`src/rtl/wsd_pkg.sv`:
```
// Shared types and constants for the WebSocket frame deframer.
package wsd_pkg;

  // Parser phases
  typedef enum logic [2:0] {
    PH_HEAD = 3'd0,
    PH_LEN  = 3'd1,
    PH_EXT  = 3'd2,
    PH_KEY  = 3'd3,
    PH_BODY = 3'd4,
    PH_HALT = 3'd5
  } wsd_phase_t;

  // Frame opcodes
  localparam logic [3:0] OP_CONT  = 4'h0;
  localparam logic [3:0] OP_TEXT  = 4'h1;
  localparam logic [3:0] OP_BIN   = 4'h2;
  localparam logic [3:0] OP_CLOSE = 4'h8;
  localparam logic [3:0] OP_PING  = 4'h9;
  localparam logic [3:0] OP_PONG  = 4'ha;

  // Header byte fields
  localparam logic [7:0] HDR_TOP_BIT   = 8'h80;
  localparam logic [7:0] HDR_OP_MASK   = 8'h0f;
  localparam logic [6:0] LEN_CODE_16   = 7'd126;
  localparam logic [3:0] EXT_BYTES_16  = 4'd2;
  localparam logic [3:0] EXT_BYTES_64  = 4'd8;

  // Result kinds
  localparam logic [1:0] KIND_PAYLOAD = 2'd0;
  localparam logic [1:0] KIND_EMPTY   = 2'd1;
  localparam logic [1:0] KIND_EVENT   = 2'd2;

  // Close and error reasons
  localparam logic [2:0] RSN_NONE     = 3'd0;
  localparam logic [2:0] RSN_BAD_OP   = 3'd1;
  localparam logic [2:0] RSN_UNMASKED = 3'd2;
  localparam logic [2:0] RSN_STREAM   = 3'd3;
  localparam logic [2:0] RSN_CLOSE    = 3'd4;

  // Bad frame codes held during a frame
  localparam logic [1:0] BAD_NONE     = 2'd0;
  localparam logic [1:0] BAD_OP       = 2'd1;
  localparam logic [1:0] BAD_UNMASKED = 2'd2;

  // One result beat
  typedef struct packed {
    logic [1:0]  kind;
    logic [7:0]  data;
    logic [3:0]  opcode;
    logic        fin;
    logic        last;
    logic [2:0]  reason;
    logic [15:0] code;
  } wsd_result_t;

endpackage

```
`src/rtl/websocket_frame_deframer_core.sv`:
```
// Top level of the WebSocket frame deframer: parser plus result register.
// Each accepted beat carries one stream byte (or an end-of-stream mark) and is
// parsed in the cycle it is accepted; any result it causes is registered and
// shown on the output in the next cycle, so the block sustains one byte per
// clock unless stalled. The only back-pressure comes from the single result
// register: in_stall is high while that register holds a beat that the output
// side is stalling. After a close, error or stream-end event the block keeps
// taking input beats but gives no results until reset (no clearing pass).
module websocket_frame_deframer_core #(
  parameter int LENGTH_BITS = 64
) (
  input  logic        clk,
  input  logic        rst,
  input  logic        cfg_write_en,
  input  logic        cfg_write_data,
  input  logic        in_valid,
  output logic        in_stall,
  input  logic [7:0]  data_byte,
  input  logic        stream_end,
  output logic        out_valid,
  input  logic        out_stall,
  output logic [1:0]  result_kind,
  output logic [7:0]  payload_byte,
  output logic [3:0]  frame_opcode,
  output logic        final_fragment,
  output logic        last_of_frame,
  output logic [2:0]  close_reason,
  output logic [15:0] peer_close_code
);
  import wsd_pkg::*;

  logic        accept;
  logic        res_valid;
  wsd_result_t res, held;

  // Input beat is taken unless the result register is full and stalled
  assign in_stall = out_valid && out_stall;
  assign accept   = in_valid && !in_stall;

  wsd_parser #(
    .LENGTH_BITS(LENGTH_BITS)
  ) u_parser (
    .clk            (clk),
    .rst            (rst),
    .cfg_write_en   (cfg_write_en),
    .cfg_write_data (cfg_write_data),
    .accept         (accept),
    .data_byte      (data_byte),
    .stream_end     (stream_end),
    .res_valid      (res_valid),
    .res            (res)
  );

  wsd_out_reg u_out (
    .clk        (clk),
    .rst        (rst),
    .load       (accept && res_valid),
    .load_data  (res),
    .full       (out_valid),
    .take_stall (out_stall),
    .data       (held)
  );

  assign result_kind     = held.kind;
  assign payload_byte    = held.data;
  assign frame_opcode    = held.opcode;
  assign final_fragment  = held.fin;
  assign last_of_frame   = held.last;
  assign close_reason    = held.reason;
  assign peer_close_code = held.code;

  // Event and empty-frame beats always close out a frame
  a_event_last: assert property (@(posedge clk) disable iff (rst)
    out_valid && (result_kind != KIND_PAYLOAD) |-> last_of_frame)
    else $error("event beat without last_of_frame");

  // Payload data only appears on payload beats
  a_byte_zero: assert property (@(posedge clk) disable iff (rst)
    out_valid && (result_kind != KIND_PAYLOAD) |-> (payload_byte == 8'd0))
    else $error("non-payload beat carries data");

  // A reason is given exactly on event beats: close, error or end of stream
  a_reason_kind: assert property (@(posedge clk) disable iff (rst)
    out_valid |-> ((close_reason != RSN_NONE) == (result_kind == KIND_EVENT)))
    else $error("close_reason does not match result_kind");

  // A status code only comes with a received close
  a_code_close: assert property (@(posedge clk) disable iff (rst)
    out_valid && (peer_close_code != 16'd0) |-> (close_reason == RSN_CLOSE))
    else $error("close code outside a close event");

endmodule

```
`src/rtl/wsd_parser.sv`:
```
// Frame header parser, unmasking and event generation, one byte per beat.
module wsd_parser #(
  parameter int LENGTH_BITS = 64
) (
  input  logic               clk,
  input  logic               rst,
  input  logic               cfg_write_en,
  input  logic               cfg_write_data,
  input  logic               accept,
  input  logic [7:0]         data_byte,
  input  logic               stream_end,
  output logic               res_valid,
  output wsd_pkg::wsd_result_t res
);
  import wsd_pkg::*;

  localparam logic [LENGTH_BITS-1:0] LEN_ZERO = '0;
  localparam logic [LENGTH_BITS-1:0] LEN_ONE  = {{(LENGTH_BITS-1){1'b0}}, 1'b1};

  wsd_phase_t             phase, phase_next;
  logic                   server_mode;
  logic                   fin_flag, fin_flag_next;
  logic [3:0]             opcode_reg, opcode_reg_next;
  logic                   mask_present, mask_present_next;
  logic [LENGTH_BITS-1:0] bytes_left, bytes_left_next;
  logic [3:0]             ext_len_count, ext_len_count_next;
  logic [31:0]            mask_key, mask_key_next;
  logic [1:0]             key_index, key_index_next;
  logic [15:0]            close_code_acc, close_code_acc_next;
  logic [1:0]             close_byte_count, close_byte_count_next;
  logic [1:0]             bad_reason, bad_reason_next;

  logic        length_known, body_start, frame_end, op_known;
  logic [1:0]  key_sel;
  logic [7:0]  key_byte, body_byte;
  logic        body_last;

  // Key byte for the current payload position, first key byte on top
  assign key_sel  = 2'd3 - key_index;
  assign key_byte = mask_key[{key_sel, 3'b000} +: 8];
  assign body_byte = mask_present ? (data_byte ^ key_byte) : data_byte;
  assign body_last = (bytes_left == LEN_ONE);

  assign op_known = (opcode_reg == OP_TEXT) || (opcode_reg == OP_BIN) ||
                    (opcode_reg == OP_CLOSE) || (opcode_reg == OP_PING) ||
                    (opcode_reg == OP_PONG);

  // Next state and result for the byte at the input
  always_comb begin
    phase_next            = phase;
    fin_flag_next         = fin_flag;
    opcode_reg_next       = opcode_reg;
    mask_present_next     = mask_present;
    bytes_left_next       = bytes_left;
    ext_len_count_next    = ext_len_count;
    mask_key_next         = mask_key;
    key_index_next        = key_index;
    close_code_acc_next   = close_code_acc;
    close_byte_count_next = close_byte_count;
    bad_reason_next       = bad_reason;
    length_known          = 1'b0;
    body_start            = 1'b0;
    frame_end             = 1'b0;
    res_valid             = 1'b0;
    res                   = '0;

    if (phase != PH_HALT) begin
      if (stream_end) begin
        phase_next = PH_HALT;
        res_valid  = 1'b1;
        res.kind   = KIND_EVENT;
        res.last   = 1'b1;
        res.reason = RSN_STREAM;
      end else begin
        unique case (phase)
          PH_HEAD: begin
            fin_flag_next         = |(data_byte & HDR_TOP_BIT);
            opcode_reg_next       = 4'(data_byte & HDR_OP_MASK);
            close_code_acc_next   = '0;
            close_byte_count_next = '0;
            phase_next            = PH_LEN;
          end
          PH_LEN: begin
            mask_present_next = data_byte[7];
            priority if (server_mode && !data_byte[7]) begin
              bad_reason_next = BAD_UNMASKED;
            end else if (op_known) begin
              bad_reason_next = BAD_NONE;
            end else begin
              bad_reason_next = BAD_OP;
            end
            if (data_byte[6:0] < LEN_CODE_16) begin
              bytes_left_next = LENGTH_BITS'(data_byte[6:0]);
              length_known    = 1'b1;
            end else begin
              bytes_left_next    = LEN_ZERO;
              ext_len_count_next = (data_byte[6:0] == LEN_CODE_16) ? EXT_BYTES_16
                                                                   : EXT_BYTES_64;
              phase_next         = PH_EXT;
            end
          end
          PH_EXT: begin
            bytes_left_next    = LENGTH_BITS'({bytes_left, data_byte});
            ext_len_count_next = ext_len_count - 4'd1;
            if (ext_len_count_next == 4'd0) begin
              length_known = 1'b1;
            end
          end
          PH_KEY: begin
            mask_key_next  = {mask_key[23:0], data_byte};
            key_index_next = key_index + 2'd1;
            if (key_index_next == 2'd0) begin
              body_start = 1'b1;
            end
          end
          PH_BODY: begin
            key_index_next  = key_index + 2'd1;
            bytes_left_next = bytes_left - LEN_ONE;
            priority if (bad_reason != BAD_NONE) begin
              frame_end = body_last;
            end else if (opcode_reg == OP_CLOSE) begin
              if (close_byte_count < 2'd2) begin
                close_code_acc_next   = {close_code_acc[7:0], body_byte};
                close_byte_count_next = close_byte_count + 2'd1;
              end
              frame_end = body_last;
            end else begin
              if (body_last) begin
                phase_next = PH_HEAD;
              end
              res_valid   = 1'b1;
              res.kind    = KIND_PAYLOAD;
              res.data    = body_byte;
              res.opcode  = opcode_reg;
              res.fin     = fin_flag;
              res.last    = body_last;
            end
          end
          default: begin
            phase_next = PH_HALT;
          end
        endcase

        // Header complete: go to key bytes or straight to the body
        if (length_known) begin
          if (mask_present_next) begin
            key_index_next = '0;
            mask_key_next  = '0;
            phase_next     = PH_KEY;
          end else begin
            body_start = 1'b1;
          end
        end

        // Body begins; a zero length ends the frame at once
        if (body_start) begin
          key_index_next = '0;
          if (bytes_left_next == LEN_ZERO) begin
            frame_end = 1'b1;
          end else begin
            phase_next = PH_BODY;
          end
        end

        // End of frame with no payload beat to carry it
        if (frame_end) begin
          res_valid  = 1'b1;
          res.opcode = opcode_reg_next;
          res.fin    = fin_flag_next;
          res.last   = 1'b1;
          priority if (bad_reason_next != BAD_NONE) begin
            phase_next = PH_HALT;
            res.kind   = KIND_EVENT;
            res.reason = (bad_reason_next == BAD_UNMASKED) ? RSN_UNMASKED : RSN_BAD_OP;
          end else if (opcode_reg_next == OP_CLOSE) begin
            phase_next = PH_HALT;
            res.kind   = KIND_EVENT;
            res.reason = RSN_CLOSE;
            res.code   = (close_byte_count_next >= 2'd2) ? close_code_acc_next : 16'd0;
          end else begin
            phase_next = PH_HEAD;
            res.kind   = KIND_EMPTY;
          end
        end
      end
    end
  end

  // State registers
  always_ff @(posedge clk) begin
    if (rst) begin
      phase            <= PH_HEAD;
      server_mode      <= 1'b1;
      fin_flag         <= 1'b0;
      opcode_reg       <= OP_CONT;
      mask_present     <= 1'b0;
      bytes_left       <= LEN_ZERO;
      ext_len_count    <= '0;
      mask_key         <= '0;
      key_index        <= '0;
      close_code_acc   <= '0;
      close_byte_count <= '0;
      bad_reason       <= BAD_NONE;
    end else begin
      if (cfg_write_en) begin
        server_mode <= cfg_write_data;
      end
      if (accept) begin
        phase            <= phase_next;
        fin_flag         <= fin_flag_next;
        opcode_reg       <= opcode_reg_next;
        mask_present     <= mask_present_next;
        bytes_left       <= bytes_left_next;
        ext_len_count    <= ext_len_count_next;
        mask_key         <= mask_key_next;
        key_index        <= key_index_next;
        close_code_acc   <= close_code_acc_next;
        close_byte_count <= close_byte_count_next;
        bad_reason       <= bad_reason_next;
      end
    end
  end

endmodule

```
`src/rtl/wsd_out_reg.sv`:
```
// Result register that holds one beat until the downstream side takes it.
module wsd_out_reg (
  input  logic                 clk,
  input  logic                 rst,
  input  logic                 load,
  input  wsd_pkg::wsd_result_t load_data,
  output logic                 full,
  input  logic                 take_stall,
  output wsd_pkg::wsd_result_t data
);
  import wsd_pkg::*;

  // Valid flag: set on load, cleared when the beat leaves
  always_ff @(posedge clk) begin
    if (rst) begin
      full <= 1'b0;
    end else if (load) begin
      full <= 1'b1;
    end else if (!take_stall) begin
      full <= 1'b0;
    end
  end

  // Payload, no reset needed
  always_ff @(posedge clk) begin
    if (load) begin
      data <= load_data;
    end
  end

endmodule

```
`config.mk`:
```
export PLATFORM = sky130hd
export DESIGN_NAME = websocket_frame_deframer_core
export DESIGN_NICKNAME = d
export VERILOG_FILES = /design/src/rtl/wsd_pkg.sv /design/src/rtl/websocket_frame_deframer_core.sv /design/src/rtl/wsd_parser.sv /design/src/rtl/wsd_out_reg.sv
export SDC_FILE = /design/constraint.sdc
export NUM_CORES = 1
export LEC_CHECK = 0
export ABC_CLOCK_PERIOD_IN_PS = 5900
export BUFFER_PORTS_ARGS = -buffer_cell sky130_fd_sc_hd__clkbuf_2
export CORE_UTILIZATION = 57
export CTS_CLUSTER_DIAMETER = 50
export CTS_CLUSTER_SIZE = 14
export DETAILED_ROUTE_END_ITERATION = 12
export PLACE_DENSITY = 0.76
export SYNTH_ARGS = -nofsm -noshare
export SYNTH_HDL_FRONTEND = slang
export SYNTH_SLANG_ARGS = --single-unit
export TNS_END_PERCENT = 10
```
`constraint.sdc`:
```
create_clock -name clk -period 5.9 [get_ports clk]
set_input_delay 0.59 -clock clk [delete_from_list [all_inputs] [get_ports clk]]
set_output_delay 0.59 -clock clk [all_outputs]
set_load 0.005 [all_outputs]
```
==> results.cfg <==
[outcome]
status = completed

[synthesis]
seq_area_frac_synth_pct = 34.0
syn_inst = 1421
synth_flop_cell = dfxtp_1
synth_edf_count = 35
synth_top_area_cell = dfxtp_1
synth_area_per_cell_um2 = 7.68
syn_nets = 1442
ys_top_cells_by_count = nand2_1, nor2_1, dfxtp_1
async_reset_ff_share_pct = 0
synth.top_cell.area_share_pct = 24.4
yosys_register_bits = 168
synth_area_um2 = 10900
ys_types = 78
synth_most_common_cell = nand2_1
synth.area.top_cells = dfxtp_1, edfxtp_1, nand2_1
yosysWarnings = 0

[power_and_ir_drop]
p_comb_share_pct = 26.9
power_frac_clock_pct = 34.0
ir_drop_mv = 0.214
power_frac_seq_pct = 39.0
cellLeakagePower_uw = 0.00414
intPower_uw = 2060
power.density_nw_per_um2 = 276
switching_power_uw = 1240
swShare_pct = 37.7

[hold_path]
hp-class = input port to flop
whs_path_depth = 2
min_to = u_parser.server_mode
hp-start = cfg_write_data

[run]
cap_violations = 0

[worst_setup_path]
critPathKind = flop to flop
r2r_slack_ps = 850
crit_path_end_kind = flop
crit-reg2reg-launch = u_parser.bytes_left[16]
reg2reg_depth = 11
worstPathRequired_ps = 6090
cp-start-kind = flop
critPathMaxFanout = 26
crit_start = u_parser.bytes_left[16]
arrival_ps = 5250
r2r-end = u_out.data[2]

[cells_and_area]
largest_reg_flops = 64
syn2layout_area_growth_pct = 9.35
top_regs = u_parser.bytes_left x64, u_out.data x35, u_parser.mask_key x32
largest_register = u_parser.bytes_left
utilization_pct = 63.8
nets = 1422
drive_gt1_share_pct = 12.4

[sta]
finalCritPeriodShare_pct = 85.7
skew_ps = 17.9
drv_slew = 0
hold_viol = 0
rsz0062_at_grt = no
max_freq_mhz = 198
setup_tns_ps = 0
period_minus_slack_ps = 5050
relSlewSlack_pct = 22.5
hold_slack_ps = 372
tightest_slew_ps = 1160
finalSetupViolCount = 0

[clock_tree]
clkSinkCount = 168
postCtsHoldBufs = 0
htree_levels = 4
post_cts_resized = 0
numCtsBuffers = 17
root_buffer = clkbuf_16
clk_path_buf_depth = 2
cts_tree = yes
post-cts-setup-buffers = 0
cts.clk_slew.worst_paths_ps = 80
clk_latency_ps = 440

[die]
start_util_pct = 58.3
ios = 52
core_area_um2 = 18700
die_x_um = 140
dieHeight_um = 140
fp.dieArea_um2 = 19700
rows = 50

[route]
via_per_inst = 7.21
drc = 0
drt_iter0_markers = 2037
drt_first_pass_iters = 6
detail-route-antenna-nets = 0
num_vias = 11900
drt-total-wl_um = 40700
wl_per_cell_um = 24.7

[placement]
gp_congestion = 1.05
hpwl_um = 28500
io_buffer_count = 51

[global_route]
grt_pass1_vias = 10400
overflow = 0
grt_usage_pct = 41.7
grt_pass1_wl_um = 62800
antenna_found_initial = 2
grt_max_degree = 85
stage by stage:
step	total power (µW)	setup slack, ps	area (µm²)	instances
3_5_place_dp	2140	971	11300	1616
2_1_floorplan	1820	607	10900	1421
6_report	3300	846	11900	1651
5_1_grt	3400	390	11900	1648
4_1_cts	3250	948	11900	1648
3_3_place_gp	2150	1200	11300	1616
layout by cell type (no fill, tap or decap), drive strengths merged, types with 6 or more instances in the layout:
master / n
o21ai: 45
a221oi: 10
a2111oi: 16
dfxtp: 133
and2: 8
ha: 6
a22o: 10
a31oi: 19
and4: 12
buf: 49
xnor2: 10
xor2: 12
a211oi: 43
nand3: 27
nand2: 182
mux4: 8
a21o: 10
clkbuf: 67
nor4: 52
mux2i: 15
nor2b: 20
a22oi: 43
o31ai: 8
o211ai: 9
nor2: 169
nand4: 37
inv: 27
nor3: 58
nand2b: 6
edfxtp: 35
or3: 11
a21oi: 121
nor3b: 8
or4: 10
nor4b: 7
a32oi: 7
and3: 12
or2: 7
kinds of logic (layout without fill, tap and decap cells):
group / after synthesis / in the layout / share of synthesized area (%)
and+or+nand+nor: 647 / 647 / 29.7
DFF: 168 / 168 / 34.0
xor gates and xnor gates: 22 / 22 / 1.77
buffers and inverters: 156 / 149 / 5.52
muxes: 23 / 23 / 3.03
adders and majority gates: 8 / 8 / 0.872
other: 0 / 3 / 0
AOI/OAI and AO/OA: 397 / 397 / 25.1
routing by layer:
metal  global-route usage (%)  part of all wire, %
met5                        0                    0
met3                     13.0                   15
met4                     16.8                  3.7
met2                     56.5                   40
met1                     60.6                   41
final cells by class:
| cell class | count | area (µm²) |
|---|---|---|
| clock inverters | 15 | 151 |
| repair buffers | 99 | 643 |
| inverters | 18 | 67.6 |
| well taps | 234 | 293 |
| fillers | 1623 | 6780 |
| clock buffers | 17 | 425 |
| flip-flops and latches | 168 | 3710 |
| multi-input cells | 1097 | 6630 |
| diodes | 3 | 7.51 |
power by group through the flow:
stage | sequential, µW | clock, µW | combinational, µW
floorplan | 1270 | 0 | 556
global placement | 1310 | 0 | 844
detailed placement | 1310 | 0 | 836
CTS | 1280 | 1130 | 840
global route | 1290 | 1180 | 925
finish | 1290 | 1120 | 889
worst max-delay path by stage:
stage | cells after the start | endpoint
2_1_floorplan | 14 | u_out.data[0]
3_3_place_gp | 10 | u_out.data[1]
3_5_place_dp | 10 | u_out.data[2]
4_1_cts | 10 | u_out.data[2]
5_1_grt | 11 | u_out.data[0]
6_report | 11 | u_out.data[2]
critical path: stages, from the launching register on:
cell and delay (ps):
dfxtp_1 450, nor4_1 700, nand3_1 560, nor4_1 890, o21ai_0 160, a22o_1 320
or3_1 380, nor4_1 310, buf_4 220, nand4_4 90, buf_4 270, a2111oi_0 460
(Power assumes the default switching activity.)
